[src/rtl/mhtq_pkg.sv]
// Shared types, codes and sizes of the timer queue.
// Depends on nothing; the engine, the top level and the checker refer to it by scoped names.
package mhtq_pkg;

   localparam int CAPACITY = 32;
   localparam int IDX_W    = (CAPACITY > 1) ? $clog2(CAPACITY) : 1;
   localparam int CNT_W    = $clog2(CAPACITY + 1);

   localparam logic [1:0] KIND_ADD    = 2'd0;
   localparam logic [1:0] KIND_CANCEL = 2'd1;
   localparam logic [1:0] KIND_TICK   = 2'd2;

   localparam logic [1:0] STATUS_OK        = 2'd0;
   localparam logic [1:0] STATUS_FULL      = 2'd1;
   localparam logic [1:0] STATUS_NOT_FOUND = 2'd2;

   typedef struct packed {
      logic [1:0]  kind;
      logic [31:0] expire_time;
      logic [15:0] handle;
      logic [31:0] now_time;
   } req_type;

   typedef struct packed {
      logic [1:0]  status;
      logic        popped_valid;
      logic [15:0] handle_out;
      logic        callback_due;
      logic [5:0]  entry_total;
      logic        last;
   } rsp_type;

   typedef struct packed {
      logic [31:0] expiry;
      logic [15:0] handle;
      logic        active;
   } entry_type;

   localparam int ENTRY_W = $bits(entry_type);

   typedef struct packed {
      logic             rd_en;
      logic [IDX_W-1:0] rd_addr;
      logic             wr_en;
      logic [IDX_W-1:0] wr_addr;
      entry_type        wr_data;
   } mem_req_type;

   // The reported total carries the low six bits of the count.
   function automatic logic [5:0] total_of(input logic [CNT_W-1:0] cnt);
      logic [CNT_W+5:0] wide;
      wide = {6'd0, cnt};
      return wide[5:0];
   endfunction

endpackage

[src/rtl/mhtq_ram.sv]
// Generic single-port-write, single-port-read synchronous RAM with a registered read.
// Depends on nothing.
module mhtq_ram #(
   parameter int DEPTH  = 32,
   parameter int WIDTH  = 49,
   parameter int ADDR_W = 5
) (
   input  logic              clock,
   input  logic              wr_en,
   input  logic [ADDR_W-1:0] wr_addr,
   input  logic [WIDTH-1:0]  wr_data,
   input  logic              rd_en,
   input  logic [ADDR_W-1:0] rd_addr,
   output logic [WIDTH-1:0]  rd_data
);

   logic [WIDTH-1:0] mem [DEPTH];
   logic [WIDTH-1:0] rd_data_ff;

   always_ff @(posedge clock) begin
      if (wr_en) begin
         mem[wr_addr] <= wr_data;
      end
      if (rd_en) begin
         rd_data_ff <= mem[rd_addr];
      end
   end

   assign rd_data = rd_data_ff;

endmodule

[src/rtl/mhtq_engine.sv]
// Heap sequencer of the timer queue: add with sift-up, cancel scan, tick with pop and sift-down.
// Depends on mhtq_pkg; drives the entry RAM through one request struct.
module mhtq_engine (
   input  logic                clock,
   input  logic                reset,
   input  logic                req_valid,
   output logic                req_ready,
   input  mhtq_pkg::req_type   req_data,
   output mhtq_pkg::mem_req_type mem_req,
   input  mhtq_pkg::entry_type rd_entry,
   output logic                emit_valid,
   input  logic                emit_ready,
   output mhtq_pkg::rsp_type   emit_data
);

   localparam logic [3:0] S_IDLE     = 4'd0;
   localparam logic [3:0] S_EMIT     = 4'd1;
   localparam logic [3:0] S_ADD_CHK  = 4'd2;
   localparam logic [3:0] S_ADD_CMP  = 4'd3;
   localparam logic [3:0] S_CAN_RD   = 4'd4;
   localparam logic [3:0] S_CAN_CMP  = 4'd5;
   localparam logic [3:0] S_TK_CHK   = 4'd6;
   localparam logic [3:0] S_TK_CMP   = 4'd7;
   localparam logic [3:0] S_POP      = 4'd8;
   localparam logic [3:0] S_POP_LAST = 4'd9;
   localparam logic [3:0] S_SD_CHK   = 4'd10;
   localparam logic [3:0] S_SD_L     = 4'd11;
   localparam logic [3:0] S_SD_R     = 4'd12;
   localparam logic [3:0] S_SD_DEC   = 4'd13;

   localparam int IW = mhtq_pkg::IDX_W;
   localparam int CW = mhtq_pkg::CNT_W;

   logic [3:0]           state_ff, state_in, ret_ff, ret_in;
   logic [CW-1:0]        cnt_ff, cnt_in, scan_ff, scan_in;
   logic [IW-1:0]        pos_ff, pos_in, cidx_ff, cidx_in;
   mhtq_pkg::entry_type  ent_ff, ent_in, child_ff, child_in;
   logic                 found_ff, found_in, pend_ff, pend_in;
   logic [15:0]          pend_h_ff, pend_h_in, pop_h_ff, pop_h_in, hnd_ff, hnd_in;
   logic                 pend_a_ff, pend_a_in, pop_a_ff, pop_a_in;
   logic [31:0]          now_ff, now_in;
   mhtq_pkg::rsp_type    res_ff, res_in;

   logic [CW:0]          cnt_x, lchild_x, rchild_x;
   logic [CW-1:0]        cnt_dec;

   assign cnt_x    = {1'b0, cnt_ff};
   assign lchild_x = (CW + 1)'({pos_ff, 1'b1});
   assign rchild_x = (CW + 1)'(cidx_ff) + (CW + 1)'(1);
   assign cnt_dec  = cnt_ff - CW'(1);

   assign req_ready  = (state_ff == S_IDLE);
   assign emit_valid = (state_ff == S_EMIT);
   assign emit_data  = res_ff;

   always_comb begin
      mhtq_pkg::rsp_type r;
      state_in = state_ff;  ret_in = ret_ff;  cnt_in = cnt_ff;  scan_in = scan_ff;
      pos_in = pos_ff;  cidx_in = cidx_ff;  ent_in = ent_ff;  child_in = child_ff;
      found_in = found_ff;  pend_in = pend_ff;  pend_h_in = pend_h_ff;
      pend_a_in = pend_a_ff;  pop_h_in = pop_h_ff;  pop_a_in = pop_a_ff;
      hnd_in = hnd_ff;  now_in = now_ff;  res_in = res_ff;
      mem_req = '0;
      r = '0;
      r.status = mhtq_pkg::STATUS_OK;
      r.entry_total = mhtq_pkg::total_of(cnt_ff);
      r.last = 1'b1;

      case (state_ff)
         S_IDLE: begin
            if (req_valid) begin
               case (req_data.kind)
                  mhtq_pkg::KIND_ADD: begin
                     if (cnt_ff >= CW'(mhtq_pkg::CAPACITY)) begin
                        r.status = mhtq_pkg::STATUS_FULL;
                        res_in = r;  ret_in = S_IDLE;  state_in = S_EMIT;
                     end else begin
                        pos_in = cnt_ff[IW-1:0];
                        cnt_in = cnt_ff + CW'(1);
                        ent_in = '{expiry: req_data.expire_time,
                                   handle: req_data.handle, active: 1'b1};
                        state_in = S_ADD_CHK;
                     end
                  end
                  mhtq_pkg::KIND_CANCEL: begin
                     scan_in = '0;  found_in = 1'b0;  hnd_in = req_data.handle;
                     state_in = S_CAN_RD;
                  end
                  mhtq_pkg::KIND_TICK: begin
                     now_in = req_data.now_time;  pend_in = 1'b0;
                     state_in = S_TK_CHK;
                  end
                  default: begin
                     res_in = r;  ret_in = S_IDLE;  state_in = S_EMIT;
                  end
               endcase
            end
         end
         S_EMIT: begin
            if (emit_ready) begin
               state_in = ret_ff;
            end
         end
         S_ADD_CHK: begin
            if (pos_ff == '0) begin
               mem_req.wr_en = 1'b1;  mem_req.wr_addr = pos_ff;  mem_req.wr_data = ent_ff;
               res_in = r;  ret_in = S_IDLE;  state_in = S_EMIT;
            end else begin
               cidx_in = IW'((pos_ff - IW'(1)) >> 1);
               mem_req.rd_en = 1'b1;  mem_req.rd_addr = IW'((pos_ff - IW'(1)) >> 1);
               state_in = S_ADD_CMP;
            end
         end
         S_ADD_CMP: begin
            mem_req.wr_en = 1'b1;  mem_req.wr_addr = pos_ff;
            if (rd_entry.expiry <= ent_ff.expiry) begin
               mem_req.wr_data = ent_ff;
               res_in = r;  ret_in = S_IDLE;  state_in = S_EMIT;
            end else begin
               mem_req.wr_data = rd_entry;
               pos_in = cidx_ff;  state_in = S_ADD_CHK;
            end
         end
         S_CAN_RD: begin
            if (scan_ff >= cnt_ff) begin
               r.status = found_ff ? mhtq_pkg::STATUS_OK : mhtq_pkg::STATUS_NOT_FOUND;
               res_in = r;  ret_in = S_IDLE;  state_in = S_EMIT;
            end else begin
               mem_req.rd_en = 1'b1;  mem_req.rd_addr = scan_ff[IW-1:0];
               state_in = S_CAN_CMP;
            end
         end
         S_CAN_CMP: begin
            if (rd_entry.handle == hnd_ff) begin
               mem_req.wr_en = 1'b1;  mem_req.wr_addr = scan_ff[IW-1:0];
               mem_req.wr_data = '{expiry: rd_entry.expiry, handle: rd_entry.handle,
                                   active: 1'b0};
               found_in = 1'b1;
            end
            scan_in = scan_ff + CW'(1);
            state_in = S_CAN_RD;
         end
         S_TK_CHK: begin
            if (cnt_ff == '0) begin
               r.popped_valid = pend_ff;  r.handle_out = pend_ff ? pend_h_ff : 16'd0;
               r.callback_due = pend_ff & pend_a_ff;
               res_in = r;  ret_in = S_IDLE;  state_in = S_EMIT;
            end else begin
               mem_req.rd_en = 1'b1;  mem_req.rd_addr = '0;
               state_in = S_TK_CMP;
            end
         end
         S_TK_CMP: begin
            r.popped_valid = pend_ff;  r.handle_out = pend_ff ? pend_h_ff : 16'd0;
            r.callback_due = pend_ff & pend_a_ff;
            if (rd_entry.expiry <= now_ff) begin
               pop_h_in = rd_entry.handle;  pop_a_in = rd_entry.active;
               if (pend_ff) begin
                  r.last = 1'b0;
                  res_in = r;  ret_in = S_POP;  state_in = S_EMIT;
               end else begin
                  state_in = S_POP;
               end
            end else begin
               res_in = r;  ret_in = S_IDLE;  state_in = S_EMIT;
            end
         end
         S_POP: begin
            pend_in = 1'b1;  pend_h_in = pop_h_ff;  pend_a_in = pop_a_ff;
            cnt_in = cnt_dec;
            if (cnt_dec != '0) begin
               mem_req.rd_en = 1'b1;  mem_req.rd_addr = cnt_dec[IW-1:0];
               state_in = S_POP_LAST;
            end else begin
               state_in = S_TK_CHK;
            end
         end
         S_POP_LAST: begin
            ent_in = rd_entry;  pos_in = '0;  state_in = S_SD_CHK;
         end
         S_SD_CHK: begin
            if (lchild_x >= cnt_x) begin
               mem_req.wr_en = 1'b1;  mem_req.wr_addr = pos_ff;  mem_req.wr_data = ent_ff;
               state_in = S_TK_CHK;
            end else begin
               cidx_in = lchild_x[IW-1:0];
               mem_req.rd_en = 1'b1;  mem_req.rd_addr = lchild_x[IW-1:0];
               state_in = S_SD_L;
            end
         end
         S_SD_L: begin
            child_in = rd_entry;
            if (rchild_x < cnt_x) begin
               mem_req.rd_en = 1'b1;  mem_req.rd_addr = rchild_x[IW-1:0];
               state_in = S_SD_R;
            end else begin
               state_in = S_SD_DEC;
            end
         end
         S_SD_R: begin
            if (rd_entry.expiry < child_ff.expiry) begin
               child_in = rd_entry;  cidx_in = rchild_x[IW-1:0];
            end
            state_in = S_SD_DEC;
         end
         S_SD_DEC: begin
            mem_req.wr_en = 1'b1;  mem_req.wr_addr = pos_ff;
            if (child_ff.expiry < ent_ff.expiry) begin
               mem_req.wr_data = child_ff;
               pos_in = cidx_ff;  state_in = S_SD_CHK;
            end else begin
               mem_req.wr_data = ent_ff;
               state_in = S_TK_CHK;
            end
         end
         default: begin
            state_in = S_IDLE;
         end
      endcase
   end

   always_ff @(posedge clock) begin
      if (reset) begin
         state_ff <= S_IDLE;
         ret_ff   <= S_IDLE;
         cnt_ff   <= '0;
         pend_ff  <= 1'b0;
         found_ff <= 1'b0;
      end else begin
         state_ff <= state_in;
         ret_ff   <= ret_in;
         cnt_ff   <= cnt_in;
         pend_ff  <= pend_in;
         found_ff <= found_in;
      end
      scan_ff   <= scan_in;
      pos_ff    <= pos_in;
      cidx_ff   <= cidx_in;
      ent_ff    <= ent_in;
      child_ff  <= child_in;
      pend_h_ff <= pend_h_in;
      pend_a_ff <= pend_a_in;
      pop_h_ff  <= pop_h_in;
      pop_a_ff  <= pop_a_in;
      hnd_ff    <= hnd_in;
      now_ff    <= now_in;
      res_ff    <= res_in;
   end

endmodule

[src/rtl/min_heap_timer_queue_core.sv]
// Top level of the timer queue: heap sequencer, entry RAM and the result register.
// Depends on mhtq_pkg, mhtq_ram and mhtq_engine.
//
// A timer queue kept as a binary min-heap of up to CAPACITY entries, each an expiry, a handle
// and an active mark, all held in one synchronous RAM with a registered read. One request is
// worked on at a time. An add sifts the new entry up, one RAM read and one write per heap
// level; a full heap rejects it at once. A cancel reads every held entry in turn and rewrites
// each one whose handle matches, clearing its active mark. A tick pops every entry due at the
// given time; a pop that leaves entries moves the last one to the root and sifts it down,
// reading the left and right child one after the other through the single read port. Every
// access of the RAM is issued in a cycle of its own, after the previous write has landed, so
// no forwarding is needed. Each result transfer goes through an output register, so the next
// request may be taken while the last result of the previous one still waits. A tick result
// is held back until the next root has been compared, so that the final one can carry the
// last flag. Nothing in the RAM needs clearing after reset: only entries below the count are
// ever read.
module min_heap_timer_queue_core (
   input  logic              clock,
   input  logic              reset,
   input  logic              req_valid,
   output logic              req_ready,
   input  mhtq_pkg::req_type req_data,
   output logic              rsp_valid,
   input  logic              rsp_ready,
   output mhtq_pkg::rsp_type rsp_data
);

   mhtq_pkg::mem_req_type mem_req;
   mhtq_pkg::entry_type   rd_entry;
   logic                  emit_valid, emit_ready;
   mhtq_pkg::rsp_type     emit_data;
   logic                  rsp_valid_ff, rsp_valid_in;
   mhtq_pkg::rsp_type     rsp_data_ff, rsp_data_in;

   mhtq_engine u_engine (
      .clock      (clock),
      .reset      (reset),
      .req_valid  (req_valid),
      .req_ready  (req_ready),
      .req_data   (req_data),
      .mem_req    (mem_req),
      .rd_entry   (rd_entry),
      .emit_valid (emit_valid),
      .emit_ready (emit_ready),
      .emit_data  (emit_data)
   );

   mhtq_ram #(
      .DEPTH  (mhtq_pkg::CAPACITY),
      .WIDTH  (mhtq_pkg::ENTRY_W),
      .ADDR_W (mhtq_pkg::IDX_W)
   ) u_ram (
      .clock   (clock),
      .wr_en   (mem_req.wr_en),
      .wr_addr (mem_req.wr_addr),
      .wr_data (mem_req.wr_data),
      .rd_en   (mem_req.rd_en),
      .rd_addr (mem_req.rd_addr),
      .rd_data (rd_entry)
   );

   // The result register takes a new result when it is empty or being emptied this cycle.
   assign emit_ready = !rsp_valid_ff || rsp_ready;

   always_comb begin
      rsp_valid_in = rsp_valid_ff;
      rsp_data_in  = rsp_data_ff;
      if (emit_ready) begin
         rsp_valid_in = emit_valid;
         rsp_data_in  = emit_data;
      end
   end

   always_ff @(posedge clock) begin
      if (reset) begin
         rsp_valid_ff <= 1'b0;
      end else begin
         rsp_valid_ff <= rsp_valid_in;
      end
      rsp_data_ff <= rsp_data_in;
   end

   assign rsp_valid = rsp_valid_ff;
   assign rsp_data  = rsp_data_ff;

endmodule

[config.mk]
export PLATFORM = sky130hd
export DESIGN_NAME = min_heap_timer_queue_core
export DESIGN_NICKNAME = d
export VERILOG_FILES = /design/src/rtl/mhtq_pkg.sv /design/src/rtl/mhtq_ram.sv /design/src/rtl/mhtq_engine.sv /design/src/rtl/min_heap_timer_queue_core.sv
export SDC_FILE = /design/constraint.sdc
export NUM_CORES = 2
export LEC_CHECK = 0
export ABC_AREA = 1
export BUFFER_PORTS_ARGS = -buffer_cell sky130_fd_sc_hd__buf_2
export CAP_MARGIN = 20
export CORE_ASPECT_RATIO = 0.9
export CORE_MARGIN = 4
export CORE_UTILIZATION = 39
export DETAILED_ROUTE_END_ITERATION = 8
export PLACE_DENSITY = 0.58
export SYNTH_ARGS = -nofsm -noshare
export SYNTH_HDL_FRONTEND = slang
export SYNTH_SLANG_ARGS = --single-unit
[constraint.sdc]
create_clock -name clock -period 5.3 [get_ports clock]
set_clock_uncertainty 0.2 [all_clocks]
set_input_delay 0.795 -clock clock [delete_from_list [all_inputs] [get_ports clock]]
set_output_delay 0.795 -clock clock [all_outputs]
set_load 0.01 [all_outputs]
# Word-level counts from Yosys, hierarchy flattened
# Memory sizes are Yosys's and may differ from the RTL's. A register that Yosys moved wholly into a read port is not among the register bits.
# Index checks and enable logic that the tools add are counted.
# op_classes
shift,0
addsub,5
bitwise,1
div,0
magnitude_cmp,8
eq_ne,35
n_reduce_logical,28
mux,82
mul,0
# op_table
operator,count
49-bit two-way mux,6
55-bit case mux with 5 select lines,1
27-bit two-way mux,8
49-bit case mux with 2 select lines,2
55-bit two-way mux,3
27-bit case mux with 6 select lines,1
6-bit two-way mux,11
32-bit <= comparator,2
32-bit less-than comparator,2
4-bit two-way mux,15
4-bit case mux with 14 select lines,1
27-bit case mux with 2 select lines,1
5-bit two-way mux,8
6-bit case mux with 6 select lines,1
"4-bit == test, second input constant",6
4-bit case mux with 6 select lines,1
6-bit case mux with 2 select lines,2
"2-bit by 1-bit inequality test with 1-bit output, second input constant",11
5-bit case mux with 4 select lines,1
16-bit == test,1
"4-bit by 3-bit == test with 1-bit output, second input constant",4
16-bit two-way mux,1
4-bit AND reduction,4
5-bit case mux with 3 select lines,1
other kinds (35),65
# totals
output_inout_bits,29
reg_bits,267
in_bits,86
ram_bits,1568
latchBits,0
memories,1
romBits,0
word_cells,193
# memory_table
name,words,width,rd,rd_clocked_by_memory_dff,wr,line,text
u_ram.mem,32,49,1,1,1,mhtq_ram.sv:17,logic [WIDTH-1:0] mem [DEPTH];

# Depth between registers and ports, before layout
# depth
word_depth,5
ltp_mapped,22
mapped_depth_nobuf,19

# Hierarchy
# Synthesis repeated with hierarchy kept, for this count alone.
# unflattened
cells_unflattened,6972
area_unflattened_um2,79691.4
# by_module_without_submodules
module,n_inst,cells_per_inst,seq_area_each_um2,area_each_um2
mhtq_ram,1,5387,48556.6,64720.8
mhtq_engine,1,1553,6956.7,14117.3
min_heap_timer_queue_core,1,32,830.8,853.3

# Worst setup path after synthesis
# OpenSTA, ideal clock, no wires.
# synth_timing
kind,flip-flop to flip-flop
start,reg u_engine.cnt_ff[3]
end,"mem u_ram.mem[14][0], enable pin"
arrival_ns,4.275
path_stages_with_launch,17
synth_period_minus_slack_ns,4.931
required_ns,4.644
setup_time_ns,0.456
path_buffers,1
path_slack_ns,0.369
cell_sequence,dfxtp_1 inv_1 ha_1 nand2_1 nor2_1 a21oi_1 and2_1 nor2_1 nor2_1 inv_1 nor2_1 inv_2 nand2_1 o21ai_1 or2_1 buf_2 nor2_1
# synth_via
elab_chain_len,5
# synth_rtl
element,line,text
from (decl),mhtq_engine.sv:35,"logic [CW-1:0] cnt_ff, cnt_in, scan_ff, scan_in;"
from (signal assigned),mhtq_engine.sv:232,cnt_ff <= cnt_in;
6-bit >= comparator *,mhtq_engine.sv:182,if (lchild_x >= cnt_x) begin
55-bit two-way mux *,mhtq_engine.sv:182,
55-bit case mux with 5 select lines *,mhtq_engine.sv:69,case (state_ff)
1-bit two-way mux,mhtq_ram.sv:21,if (wr_en) begin
1-bit two-way mux (implied by the code),mhtq_ram.sv:22,mem[wr_addr] <= wr_data;
to (decl),mhtq_ram.sv:17,
# Every way passes the cells marked *; elsewhere a longest branch is shown, timed or not.

# Worst setup path after layout
# layout_timing
start,reg u_engine.cidx_ff[0]
end,"reg u_ram.rd_data_ff[4] (netlist: u_ram.rd_data[4]) (read register of u_ram.mem), data pin"
# layout_via
elab_chain_len,4
# layout_rtl
element,line,text
from (decl),mhtq_engine.sv:36,"logic [IW-1:0] pos_ff, pos_in, cidx_ff, cidx_in;"
from (signal assigned),mhtq_engine.sv:238,cidx_ff <= cidx_in;
5-bit by 1-bit adder with 6-bit output *,mhtq_engine.sv:49,assign rchild_x = (CW + 1)'(cidx_ff) + (CW + 1)'(1);
7-bit by 6-bit less-than comparator with 1-bit output,mhtq_engine.sv:193,if (rchild_x < cnt_x) begin
6-bit two-way mux *,mhtq_engine.sv:193,
6-bit case mux with 6 select lines *,mhtq_engine.sv:69,
to (decl),mhtq_ram.sv:18,logic [WIDTH-1:0] rd_data_ff;
# Marks and branches as above.
# A chain may end at the register's enable or synchronous reset.

==> flow_summary_export.csv <==
group,metric,value,unit
timing,fin_crit_sh,87.0,%
pwr,power_switching,0.0144,W
synthesis,synth_area_per_cell,10.4,um^2
pwr,p_sw_share,33.6,%
route,ant_nets,0,
critical_path,critical_path_class,"reg -> reg",
route,drt_iter0_markers,8082,
route,viasPerCell,5.48,
synthesis,syn_area,87400,um^2
timing,worst_slew_pin_slew,1030,ps
clocking,cts_tree,"yes",
clocking,cts-root-buf,"clkbuf_16",
synthesis,synth_cell_types,47,
timing,timing.fmax,0.217,GHz
placed_design,place_hpwl,149,mm
synthesis,synth_top_cell_area_share,64.1,%
route,via_count,64000,
pwr,p_clk_share,31.3,%
synthesis,ys_seq_area_share,64.4,%
placed_design,io_buffers,114,
timing,timing_max_transition_violations_final,0,
synthesis,synth.area.top_cells,"edfxtp_1, nand3_1, inv_1",
status,status,"completed",
synthesis,synth-edff-count,1867,
global_routing,grt_max_degree,194,
synthesis,synth_warnings,0,
clocking,path_clk_slew,60,ps
synthesis,synth.most_common_cell,"edfxtp_1",
timing,min_period,4610,ps
timing,maxSlewHeadroom,31.7,%
placed_design,place_area,92500,um^2
clocking,insertion_delay,850,ps
floorplanning,die-area,232000,um^2
critical_path,critPathMaxFanout,42,
pwr,irDropWorstVdd,0.323,mV
pwr,power,0.0428,W
synthesis,synth-async-reset-ratio,0,%
final_layout,syn2layout_area_growth,13.6,%
global_routing,grt_pass1_vias,60300,
global_routing,track_usage,23.1,%
critical_path,ff2ff_path_depth,20,
synthesis,synth_common_cells,"edfxtp_1, inv_1, nand2_1",
clocking,clock-sinks,1881,
timing,fin_tns_setup,0,ps
hold_path,hp-class,"in -> reg",
pwr,p_leak,42.5,nW
final_layout,drive_gt1_share,8.02,%
clocking,numCtsBuffers,197,
route,post-route-drc-count,0,
global_routing,grt_overflow_total,0,
synthesis,synth_top_flop_cell,"edfxtp_1",
critical_path,critPathLaunchType,"flip-flop",
critical_path,required,5650,ps
synthesis,synthCells,8436,
critical_path,ff2ff_setup_slack,690,ps
route,drt_first_pass_iters,6,
global_routing,grt_antenna_before_repair,3,
final_layout,final_nets,8750,
pwr,intPower,0.0284,W
synthesis,synth.net_count,8674,
hold_path,holdPathStages,3,
clocking,cts-resized-gates,0,
timing,setup_violations,0,
global_routing,grt_pass1_wl,406,mm
timing,hold_violations,0,
critical_path,arrival,4960,ps
pwr,seq_power_share,43.2,%
timing,grt_setup_unrepaired,"no",
synthesis,ys_seq_elements,1881,
final_layout,design_area,99300,um^2
floorplanning,die_w,507,um
clocking,postCtsSetupBuffers,0,
floorplanning,die_y,457,um
clocking,clk_path_buf_depth,3,
floorplanning,ios,115,
pwr,power_density,431,nW/um^2
pwr,pwr-share-comb,25.6,%
flow_run,max_cap_viol_count,0,
clocking,h-tree-depth,4,
synthesis,synth_top_area_cell,"edfxtp_1",
floorplanning,start_util,39.3,%
floorplanning,coreArea,222000,um^2
floorplanning,rows,164,
route,routed_wl,276,mm
route,wl_per_cell,23.6,um
final_layout,fillers,20700,
placed_design,gp_congestion,0.886,
critical_path,crit_path_end_kind,"flip-flop",
logic make-up (layout without fill, tap and decap cells):
kind of cell	Yosys count	in the layout	share of synthesized area [%]
AND/OR/NAND/NOR	3833	3833	20.9
AO/OA/AOI/OAI	219	219	1.53
other	0	1	0
XOR/XNOR	17	17	0.170
adder cells (fa/ha/maj)	152	152	2.18
flip-flops	1881	1881	64.4
buffers and inverters	2334	2578	10.7
layout by cell type, fill, tap and decap left out, types with 7 or more instances in the layout:
| master | count |
|---|---|
| nand2_1 | 1439 |
| bufinv_16 | 11 |
| buf_12 | 101 |
| clkbuf_16 | 199 |
| clkbuf_1 | 51 |
| o211ai_1 | 13 |
| dlygate4sd3_1 | 58 |
| dfxtp_1 | 14 |
| nor3_1 | 18 |
| nand3_1 | 1413 |
| xor2_1 | 10 |
| o21ai_0 | 40 |
| xnor2_1 | 7 |
| nand4_1 | 803 |
| inv_2 | 8 |
| buf_2 | 114 |
| nor2_4 | 42 |
| clkinv_1 | 56 |
| a22oi_1 | 48 |
| o22ai_1 | 8 |
| edfxtp_1 | 1867 |
| clkinv_2 | 34 |
| nor2_1 | 86 |
| inv_1 | 1786 |
| buf_4 | 139 |
| a21oi_1 | 82 |
| ha_1 | 152 |
state kept, by name, summed over array words and instances, names as in the netlist, 4 cells and up:
| signal | flops |
|---|---|
| rsp_data | 27 |
| u_engine.child_ff | 49 |
| u_engine.cidx_ff | 5 |
| u_engine.cnt_ff | 6 |
| u_engine.emit_data | 27 |
| u_engine.ent_ff | 49 |
| u_engine.hnd_ff | 16 |
| u_engine.now_ff | 32 |
| u_engine.pend_h_ff | 16 |
| u_engine.pop_h_ff | 16 |
| u_engine.pos_ff | 5 |
| u_engine.scan_ff | 6 |
| u_engine.state_ff | 4 |
| u_ram.mem | 1568 |
| u_ram.rd_data | 49 |
stage by stage:
stage / hold WS [ps] / worst slack [ps] / utilization, % / instances
floorplan: 200 / 369 / - / 8436
global placement: 201 / 766 / 41.6 / 11200
detailed placement: 205 / 754 / 41.6 / 11200
CTS: 11.1 / 690 / 44.6 / 11700
global route: 37.3 / 473 / 44.6 / 11700
finish: 75.2 / 689 / 44.6 / 11700
repair_timing:
| item | 4_1_cts | 5_1_grt |
|---|---|---|
| hold buffers | 58 | 0 |
| hold endpoints to repair | 58 | 0 |
| endpoints found under the setup margin | 0 | 0 |
cell type report:
class                      count  area, um^2  area share, %
tap                         2988        3740           3.77
sequential                  1881       56300           56.7
antenna                        1        2.50        0.00252
clock inverter               117         978          0.985
inverter                    1798        6770           6.81
timing repair buffer         413        4240           4.27
multi-input combinational   4221       22000           22.2
clock buffer                 250        5170           5.21
worst max-delay path: stages, from the launching register on:
cell and delay (ps):
edfxtp_1 470, ha_1 260, nand3_1 100, xor2_1 200, inv_1 100, ha_1 290
nand2_1 70, nor2_1 80, nand2_1 70, nand2_1 110, nor2_2 90, nand2_1 110
o2111ai_4 490, inv_8 580, buf_12 320, buf_4 240, nand3_1 90, nand3_1 80
nand2_1 80, nand2_1 80, nand2_1 130
final timing paths:
kind / from / to
worst max register to register: u_engine.cidx_ff[0] / u_ram.rd_data[4]
worst max-delay path: u_engine.cidx_ff[0] / u_ram.rd_data[4]
worst min register to register: u_engine.pop_h_ff[13] / u_engine.pend_h_ff[13]
worst min-delay path: req_data[51] / u_engine.ent_ff[20]
power groups by stage:
stage	clock [W]	sequential [W]	combinational (W)
6_report	0.0134	0.0185	0.0109
5_1_grt	0.0142	0.0185	0.0120
4_1_cts	0.0136	0.0184	0.0108
3_5_place_dp	0	0.0187	0.0107
3_3_place_gp	0	0.0187	0.0106
2_1_floorplan	0	0.0184	0.00702
layer usage:
metal / vias up / share of wire (%) / track usage [%]
li1: 28800 / - / -
met1: 31500 / 43 / 33.4
met2: 3179 / 45 / 36.2
met3: 482 / 8.5 / 3.25
met4: 0 / 3.1 / 7.24
met5: - / 0 / 0
(Power assumes the default switching activity.)
